[src/tlb_page_table_translator_macros.svh]
// Assertion macros for the translator.
// Define ASSERT_OFF to compile the checks out.
`ifndef TLB_PAGE_TABLE_TRANSLATOR_MACROS_SVH
`define TLB_PAGE_TABLE_TRANSLATOR_MACROS_SVH

`ifndef ASSERT_OFF

// same-cycle implication
`define PTT_ASSERT_NOW(label, clk, rst_n, ante, cons) \
    label: assert property (@(posedge clk) disable iff (!rst_n) (ante) |-> (cons)) \
        else $error("check failed: same-cycle implication");

// next-cycle implication
`define PTT_ASSERT_NEXT(label, clk, rst_n, ante, cons) \
    label: assert property (@(posedge clk) disable iff (!rst_n) (ante) |=> (cons)) \
        else $error("check failed: next-cycle implication");

`else

`define PTT_ASSERT_NOW(label, clk, rst_n, ante, cons)
`define PTT_ASSERT_NEXT(label, clk, rst_n, ante, cons)

`endif

`endif

[src/ptt_pkg.sv]
`timescale 1ns / 1ps

package ptt_pkg;

    localparam int TLB_ENTRIES = 16;
    localparam int PAGE_COUNT  = 256;
    localparam int FRAME_COUNT = 256;
    localparam int OFFSET_BITS = 8;

    localparam int ADDR_W  = 16;
    localparam int PAGE_W  = 8;
    localparam int FRAME_W = 8;
    localparam int COUNT_W = 16;

    localparam int TLB_IDX_W  = (TLB_ENTRIES > 1) ? $clog2(TLB_ENTRIES) : 1;
    localparam int TLB_FILL_W = $clog2(TLB_ENTRIES + 1);
    localparam int PT_IDX_W   = $clog2(PAGE_COUNT);
    localparam int PT_CMP_W   = PAGE_W + 1;
    localparam int NF_W       = $clog2(FRAME_COUNT + 1);

    typedef logic [ADDR_W-1:0]  t_addr;
    typedef logic [PAGE_W-1:0]  t_page;
    typedef logic [FRAME_W-1:0] t_frame;

    // TLB lookup answer
    typedef struct packed {
        logic   hit;
        t_frame frame;
    } t_tlb_look;

    // TLB push request
    typedef struct packed {
        logic   en;
        t_page  page;
        t_frame frame;
    } t_tlb_push;

endpackage

[src/ptt_ram.sv]
`timescale 1ns / 1ps

module ptt_ram #(
    parameter int WIDTH = 8,
    parameter int DEPTH = 256
) (
    input  logic                     i_clk,
    input  logic                     i_we,
    input  logic [$clog2(DEPTH)-1:0] i_waddr,
    input  logic [WIDTH-1:0]         i_wdata,
    input  logic [$clog2(DEPTH)-1:0] i_raddr,
    output logic [WIDTH-1:0]         o_rdata
);

    logic [WIDTH-1:0] r_mem [DEPTH];
    logic [WIDTH-1:0] r_rdata;

    always_ff @(posedge i_clk) begin
        if (i_we) begin
            r_mem[i_waddr] <= i_wdata;
        end
        r_rdata <= r_mem[i_raddr];
    end

    assign o_rdata = r_rdata;

endmodule

[src/ptt_tlb.sv]
`timescale 1ns / 1ps

module ptt_tlb import ptt_pkg::*; (
    input  logic      i_clk,
    input  logic      i_rst_n,
    input  t_page     i_page,
    input  t_tlb_push i_push,
    output t_tlb_look o_look
);

    // slot 0 oldest, slot r_fill-1 newest
    t_page  r_tag [TLB_ENTRIES];
    t_frame r_frm [TLB_ENTRIES];
    logic [TLB_FILL_W-1:0] r_fill;
    logic                  full;

    assign full = (r_fill >= TLB_FILL_W'(TLB_ENTRIES));

    // newest match wins: later slots override
    always_comb begin
        o_look = '0;
        for (int j = 0; j < TLB_ENTRIES; j++) begin
            if ((TLB_FILL_W'(j) < r_fill) && (r_tag[j] == i_page)) begin
                o_look.hit   = 1'b1;
                o_look.frame = r_frm[j];
            end
        end
    end

    always_ff @(posedge i_clk) begin
        if (!i_rst_n) begin
            r_fill <= '0;
        end else if (i_push.en && !full) begin
            r_fill <= r_fill + 1'b1;
        end
    end

    for (genvar j = 0; j < TLB_ENTRIES; j++) begin : g_slot
        if (j == TLB_ENTRIES - 1) begin : g_top
            always_ff @(posedge i_clk) begin
                if (i_push.en) begin
                    if (full || (r_fill[TLB_IDX_W-1:0] == TLB_IDX_W'(j))) begin
                        r_tag[j] <= i_push.page;
                        r_frm[j] <= i_push.frame;
                    end
                end
            end
        end else begin : g_mid
            always_ff @(posedge i_clk) begin
                if (i_push.en) begin
                    if (full) begin
                        r_tag[j] <= r_tag[j+1];
                        r_frm[j] <= r_frm[j+1];
                    end else if (r_fill[TLB_IDX_W-1:0] == TLB_IDX_W'(j)) begin
                        r_tag[j] <= i_push.page;
                        r_frm[j] <= i_push.frame;
                    end
                end
            end
        end
    end

endmodule

[src/tlb_page_table_translator.sv]
`timescale 1ns / 1ps
// Channel    Direction  Handshake             Word
// ---------  ---------  --------------------  ------------------------------------
// request    in         start && !busy        i_logical_address
// result     out        o_done (one cycle)    o_physical_address .. o_fault_total
//
// One word may be accepted every cycle; busy is held low.
// A result strobes o_done once its request has passed the registered page table
// read and then the TLB search and the result register.
// Reset (i_rst_n low, synchronous) empties the TLB, clears the page valid marks,
// the free frame pointer and both counters. No clearing pass follows.
// The receiver cannot stall; each result is there for one cycle only.

`include "tlb_page_table_translator_macros.svh"

module tlb_page_table_translator import ptt_pkg::*; (
    input  logic                 i_clk,
    input  logic                 i_rst_n,
    input  logic                 start,
    output logic                 busy,
    input  logic [ADDR_W-1:0]    i_logical_address,
    output logic                 o_done,
    output logic [ADDR_W-1:0]    o_physical_address,
    output logic [FRAME_W-1:0]   o_frame_number,
    output logic                 o_tlb_hit,
    output logic                 o_page_fault,
    output logic                 o_out_of_frames,
    output logic [COUNT_W-1:0]   o_hit_total,
    output logic [COUNT_W-1:0]   o_fault_total
);

    localparam t_addr OFS_MASK = ADDR_W'((1 << OFFSET_BITS) - 1);

    logic accept;
    assign busy   = 1'b0;
    assign accept = start && !busy;

    // ---------------------------------------------------------------
    // Stage 0: capture the address, start the page table read
    // ---------------------------------------------------------------
    t_addr r_addr;
    logic  r_s1_valid;
    t_page in_page;
    t_frame pt_rdata;

    assign in_page = PAGE_W'(i_logical_address >> OFFSET_BITS);

    always_ff @(posedge i_clk) begin
        if (!i_rst_n) begin
            r_s1_valid <= 1'b0;
        end else begin
            r_s1_valid <= accept;
        end
    end

    always_ff @(posedge i_clk) begin
        if (accept) begin
            r_addr <= i_logical_address;
        end
    end

    // ---------------------------------------------------------------
    // Stage 1: TLB search, page table decision, state update
    // ---------------------------------------------------------------
    t_page                 s1_page;
    logic                  beyond;
    logic [PAGE_COUNT-1:0] r_page_valid;
    logic [NF_W-1:0]       r_next_free;
    logic [COUNT_W-1:0]    r_hit_cnt;
    logic [COUNT_W-1:0]    r_fault_cnt;
    t_tlb_look             look;
    t_tlb_push             push;

    logic                  s1_hit;
    logic                  s1_fault;
    logic                  s1_none;
    t_frame                s1_frame;
    logic [COUNT_W-1:0]    n_hit_cnt;
    logic [COUNT_W-1:0]    n_fault_cnt;

    assign s1_page = PAGE_W'(r_addr >> OFFSET_BITS);
    assign beyond  = ({1'b0, s1_page} >= PT_CMP_W'(PAGE_COUNT));

    // The page table read for this word may race a fault write from the word
    // just ahead of it. That only matters for the same page, and such a word
    // always hits the TLB, since the one ahead was pushed; no bypass needed.
    ptt_ram #(
        .WIDTH (FRAME_W),
        .DEPTH (PAGE_COUNT)
    ) u_page_frames (
        .i_clk   (i_clk),
        .i_we    (s1_fault),
        .i_waddr (s1_page[PT_IDX_W-1:0]),
        .i_wdata (s1_frame),
        .i_raddr (in_page[PT_IDX_W-1:0]),
        .o_rdata (pt_rdata)
    );

    ptt_tlb u_tlb (
        .i_clk   (i_clk),
        .i_rst_n (i_rst_n),
        .i_page  (s1_page),
        .i_push  (push),
        .o_look  (look)
    );

    always_comb begin
        s1_hit   = 1'b0;
        s1_fault = 1'b0;
        s1_none  = 1'b0;
        s1_frame = '0;
        if (r_s1_valid) begin
            if (look.hit) begin
                s1_hit   = 1'b1;
                s1_frame = look.frame;
            end else if (beyond) begin
                s1_none = 1'b1;
            end else if (r_page_valid[s1_page[PT_IDX_W-1:0]]) begin
                s1_frame = pt_rdata;
            end else if (r_next_free >= NF_W'(FRAME_COUNT)) begin
                s1_none = 1'b1;
            end else begin
                s1_fault = 1'b1;
                s1_frame = FRAME_W'(r_next_free);
            end
        end
    end

    // every mapped translation goes into the TLB, hits too
    assign push.en    = r_s1_valid && !s1_none;
    assign push.page  = s1_page;
    assign push.frame = s1_frame;

    // saturating counters
    assign n_hit_cnt   = (s1_hit && (r_hit_cnt != '1)) ? r_hit_cnt + 1'b1 : r_hit_cnt;
    assign n_fault_cnt = (s1_fault && (r_fault_cnt != '1)) ? r_fault_cnt + 1'b1 : r_fault_cnt;

    always_ff @(posedge i_clk) begin
        if (!i_rst_n) begin
            r_page_valid <= '0;
            r_next_free  <= '0;
            r_hit_cnt    <= '0;
            r_fault_cnt  <= '0;
        end else begin
            if (s1_fault) begin
                r_page_valid[s1_page[PT_IDX_W-1:0]] <= 1'b1;
                r_next_free <= r_next_free + 1'b1;
            end
            r_hit_cnt   <= n_hit_cnt;
            r_fault_cnt <= n_fault_cnt;
        end
    end

    // ---------------------------------------------------------------
    // Result register
    // ---------------------------------------------------------------
    logic               r_done;
    t_addr              r_phys;
    t_frame             r_frame;
    logic               r_hit;
    logic               r_fault;
    logic               r_none;
    logic [COUNT_W-1:0] r_hit_out;
    logic [COUNT_W-1:0] r_fault_out;

    always_ff @(posedge i_clk) begin
        if (!i_rst_n) begin
            r_done <= 1'b0;
        end else begin
            r_done <= r_s1_valid;
        end
    end

    always_ff @(posedge i_clk) begin
        if (r_s1_valid) begin
            r_phys      <= (ADDR_W'(s1_frame) << OFFSET_BITS) | (r_addr & OFS_MASK);
            r_frame     <= s1_frame;
            r_hit       <= s1_hit;
            r_fault     <= s1_fault;
            r_none      <= s1_none;
            r_hit_out   <= n_hit_cnt;
            r_fault_out <= n_fault_cnt;
        end
    end

    assign o_done             = r_done;
    assign o_physical_address = r_phys;
    assign o_frame_number     = r_frame;
    assign o_tlb_hit          = r_hit;
    assign o_page_fault       = r_fault;
    assign o_out_of_frames    = r_none;
    assign o_hit_total        = r_hit_out;
    assign o_fault_total      = r_fault_out;

    // ---------------------------------------------------------------
    // Checks
    // ---------------------------------------------------------------
    `PTT_ASSERT_NEXT(a_word_flows, i_clk, i_rst_n, r_s1_valid, r_done)
    `PTT_ASSERT_NOW(a_flags_excl, i_clk, i_rst_n, r_done, $onehot0({r_hit, r_fault, r_none}))
    `PTT_ASSERT_NOW(a_fault_has_frame, i_clk, i_rst_n, s1_fault, r_next_free < NF_W'(FRAME_COUNT))
    `PTT_ASSERT_NOW(a_none_no_push, i_clk, i_rst_n, s1_none, !push.en && (s1_frame == '0))

endmodule
[config.mk]
export PLATFORM = sky130hd
export DESIGN_NAME = tlb_page_table_translator
export DESIGN_NICKNAME = d
export VERILOG_FILES = /design/src/ptt_pkg.sv /design/src/ptt_ram.sv /design/src/ptt_tlb.sv /design/src/tlb_page_table_translator.sv
export VERILOG_INCLUDE_DIRS = /design/src /design/src/src
export SDC_FILE = /design/constraint.sdc
export NUM_CORES = 2
export LEC_CHECK = 0
export BUFFER_PORTS_ARGS = -buffer_cell sky130_fd_sc_hd__buf_4
export CAP_MARGIN = 20
export CORE_AREA = 4 4 451 453
export DETAILED_ROUTE_END_ITERATION = 7
export DIE_AREA = 0 0 455 457
export PLACE_DENSITY = 0.73
export RECOVER_POWER = 25
export SYNTH_ARGS = -nofsm -noshare
export SYNTH_HDL_FRONTEND = slang
export SYNTH_SLANG_ARGS = --single-unit
[constraint.sdc]
create_clock -name i_clk -period 10.9 [get_ports i_clk]
set_input_delay 2.18 -clock i_clk [delete_from_list [all_inputs] [get_ports i_clk]]
set_output_delay 2.18 -clock i_clk [all_outputs]
set_load 0.02 [all_outputs]
==> results.md <==
* Outcome: finished, violations left
* Failing checks: capacitance limit, slew limit
* Number of global-route vias before repair at 56500
* Min Tclk post-route at 8.63 ns
* YS warnings at 0
* Global Route Usage Sum at 26.6%
* Initial Utilization at 54.7%
* R2r endpoint: u_page_frames.r_mem[187][2]$_DFFE_PP_
* Post-DP HPWL at 171000 um
* Overflow after GRT at 0
* First-pass GRT wire length at 402000 um
* Number of enable flip-flop cells after synthesis at 2371
* # rows at 164
* Synth Area in XOR/XNOR at 1.30%
* CTS Buffer Depth at 4
* CTS Hold Bufs at 0
* TritonCTS Buffers at 284
* CTS tree: built
* Final critical-path share of the clock period at 79.2%
* WL/cell at 31.8 um
* Peak Freq at 116 MHz
* Endpoints failing setup at 0
* Final #Nets at 5815
* Via Count at 57500
* GPL Wtd Cong at 0.942
* Crit. path cell count at 13
* Die Area at 208000 um^2
* Worst path slowest cell: clkbuf_1
* Synthesized net count at 5690
* Drt drc at 0
* Pre-antenna DRT Iters at 6
* Worst-Margin Slew at 5.03 ns
* Post-CTS Setup Bufs at 0
* RSZ-0062 raised after global routing: no
* Initial DRC Count at 7686
* Worst Path Buf+Inv at 5
* Clock Pin Slew Worst Setup and Hold Paths at 0.06 ns
* Hold Path Cell Cnt at 0
* Max cap viols at 12
* Clock sink count at 2683
* Crit Path Max Fanout at 164
* Worst-Skew Late Latency at 0.93 ns
* Critical Path Sink: u_page_frames.r_mem[187][2]$_DFFE_PP_
* PD cells at 180 nW/um^2
* Slowest cell delay on critical path at 1.56 ns
* Fillers at 13800
* Final hold violation count at 0
* Die span in x at 455 um
* Syn avg cell area at 19.2 um^2
* Core ar. at 199000 um^2
* H-tree levels at 5
* Peak supply drop at 0.176 mV
* Worst-case reg-to-reg path depth at 13
* Clk root buf: clkbuf_16
* Top delay family on crit path: buffers and inverters
* Critical Path End Type: register
* FF-to-FF setup slack at 2.27 ns
* Final wirelength at 275000 um
* Cell taking the most area after synthesis: edfxtp_1
* Synth unique cells at 87
* Initial antenna violation count at 14
* Vias/cell at 6.64
* Post-synthesis sequential area ratio at 71.1%
* Critical path, cell by cell: clkbuf_1 > buf_4 > mux4_2 > mux4_2 > o211ai_1 > o2111a_1 > nor2_1 > nor3b_1 > a211oi_2 > clkbuf_1 > nor2_1 > buf_12 > buf_4
* Slew Limit Fails at 397
* Number of routed nets with antenna violations at 0
* I/O Buffers at 78
* Share of layout cells above drive strength 1 at 26.3%
* Commonest cells post-synth: edfxtp_1, mux4_2, nand2_1
* Post-Synth Adder-Cell Area at 0.0919%
* Worst Setup SP: r_addr[11]$_DFFE_PP_
* Post-Synth Simple-Gate Area at 5.17%
* Required time of the critical path at 11.43 ns
* Die height at 457 um
* Compound-Gate Fraction of Synth Area at 3.81%
* Post-synthesis mux area share at 16.7%
* Min-delay src: r_addr[2]$_DFFE_PP_
* Area growth, synth to finish at 10.9%
* Worst rel slew slack at -235%
* Gate Count Post-Synth at 5663
* Count leader, synth: edfxtp_1
* Critical path arrival at 9.16 ns
* #FFs+latches synth at 2683
* CP Launch Type: register
* Top_reg_cell synth: edfxtp_1
* Clk_skew at 0.0565 ns
* Leak at 38.5 nW
* Minimum setup slack after placement at 4.21 ns
* Hold Crit Class: reg2reg
* Largest family of logic cells by synthesized area: multiplexers
* Mapped Area at 109000 um^2
* Crit path kind: reg2reg
* Worst r2r src: r_addr[11]$_DFFE_PP_
* Top-area cell type share of the netlist area at 65.3%
* Largest net degree at the start of global routing at 256
* Fin worst setup slack at 2.27 ns
* Number of I/O pins at 80
* Synth area leaders: edfxtp_1, mux4_2, dfxtp_1, o21a_1, nor3_2
* Setup TNS at 0 ns
* Async S/R FF share, synth at 0%
* CTS resizes at 0
-- cells in the final DEF (no fill, tap or decap), types with 13 or more instances in the layout --
master,n
dfxtp_1,312
clkinv_1,37
mux2_2,102
a21oi_1,25
buf_12,15
nor2_1,103
nand2_1,320
o21ai_0,69
clkbuf_16,293
and3_1,14
inv_1,28
clkinv_2,41
o21a_1,263
o31ai_1,99
nor3_2,184
xnor2_1,63
or3_1,13
a211oi_1,16
and2_0,27
xor2_1,99
nor4_1,32
buf_4,87
nand3_1,45
clkbuf_1,173
clkbuf_8,24
edfxtp_1,2371
nand4_1,24
nor2b_1,17
nor3_1,91
bufinv_16,18
mux4_2,738
mux2i_1,26
-- report_power, final --
| part | switching, mW | internal, mW |
|---|---|---|
| clock | 3.87 | 5.51 |
| combinational | 0.766 | 0.391 |
| sequential | 0.0256 | 11.2 |
| total | 4.66 | 17.1 |
-- per-layer routing --
layer	share of wire, %	global-route usage [%]	wire length (um)	up-vias
li1	-	-	-	23300
met5	0.031	0	84	-
met1	39	39.0	108000	30200
met2	46	39.3	126000	3454
met3	11	6.98	31400	556
met4	3.7	8.70	10100	12
-- cell type report --
cell class | count | area, um^2 | area share (%)
flip-flops and latches | 2683 | 77400 | 64.1
multi-input cells | 2557 | 29400 | 24.3
clock buffers | 381 | 7900 | 6.54
well taps | 2656 | 3320 | 2.75
repair buffers | 233 | 1650 | 1.36
clock inverters | 112 | 1040 | 0.863
inverters | 29 | 109 | 0.0900
diodes | 6 | 15.0 | 0.0124
-- state kept, by name, indices dropped and copies added (netlist names) --
name,flops
o_page_fault,1
o_tlb_hit,1
u_page_frames.o_rdata,8
u_tlb.r_frm,128
o_fault_total,16
r_addr,16
u_tlb.r_tag,128
o_physical_address,16
o_hit_total,16
r_s1_valid,1
u_page_frames.r_mem,2048
u_tlb.r_fill,5
r_next_free,9
o_done,1
o_out_of_frames,1
r_page_valid,256
r_fault_cnt,16
r_hit_cnt,16
-- stage by stage --
stage	hold slack, ns	total power [mW]	cells	area (um^2)	utilization [%]
2_1_floorplan	0.400	12.2	5663	109000	-
3_3_place_gp	0.401	12.6	8145	112000	56.4
3_5_place_dp	0.406	12.6	8149	112000	56.4
4_1_cts	0.423	21.9	8642	121000	60.9
5_1_grt	0.434	22.4	8654	121000	60.7
6_report	0.428	21.8	8657	121000	60.7
-- logic make-up (layout without fill, tap and decap cells) --
family | after synthesis | in the layout
mux | 878 | 878
compound gates | 565 | 565
fa+ha+maj | 8 | 8
flops | 2683 | 2683
other cells | 1 | 7
simple gates | 943 | 943
xor+xnor | 162 | 162
buf+inv | 423 | 755
-- worst min-delay path by stage --
stage	slack, ns	end
4_1_cts	0.42	o_physical_address[6]$_DFFE_PP_
2_1_floorplan	0.40	o_physical_address[0]$_DFFE_PP_
3_3_place_gp	0.40	o_physical_address[2]$_DFFE_PP_
6_report	0.43	o_physical_address[2]$_DFFE_PP_
5_1_grt	0.43	o_physical_address[3]$_DFFE_PP_
3_5_place_dp	0.41	o_physical_address[1]$_DFFE_PP_
(Power assumes the default switching activity.)
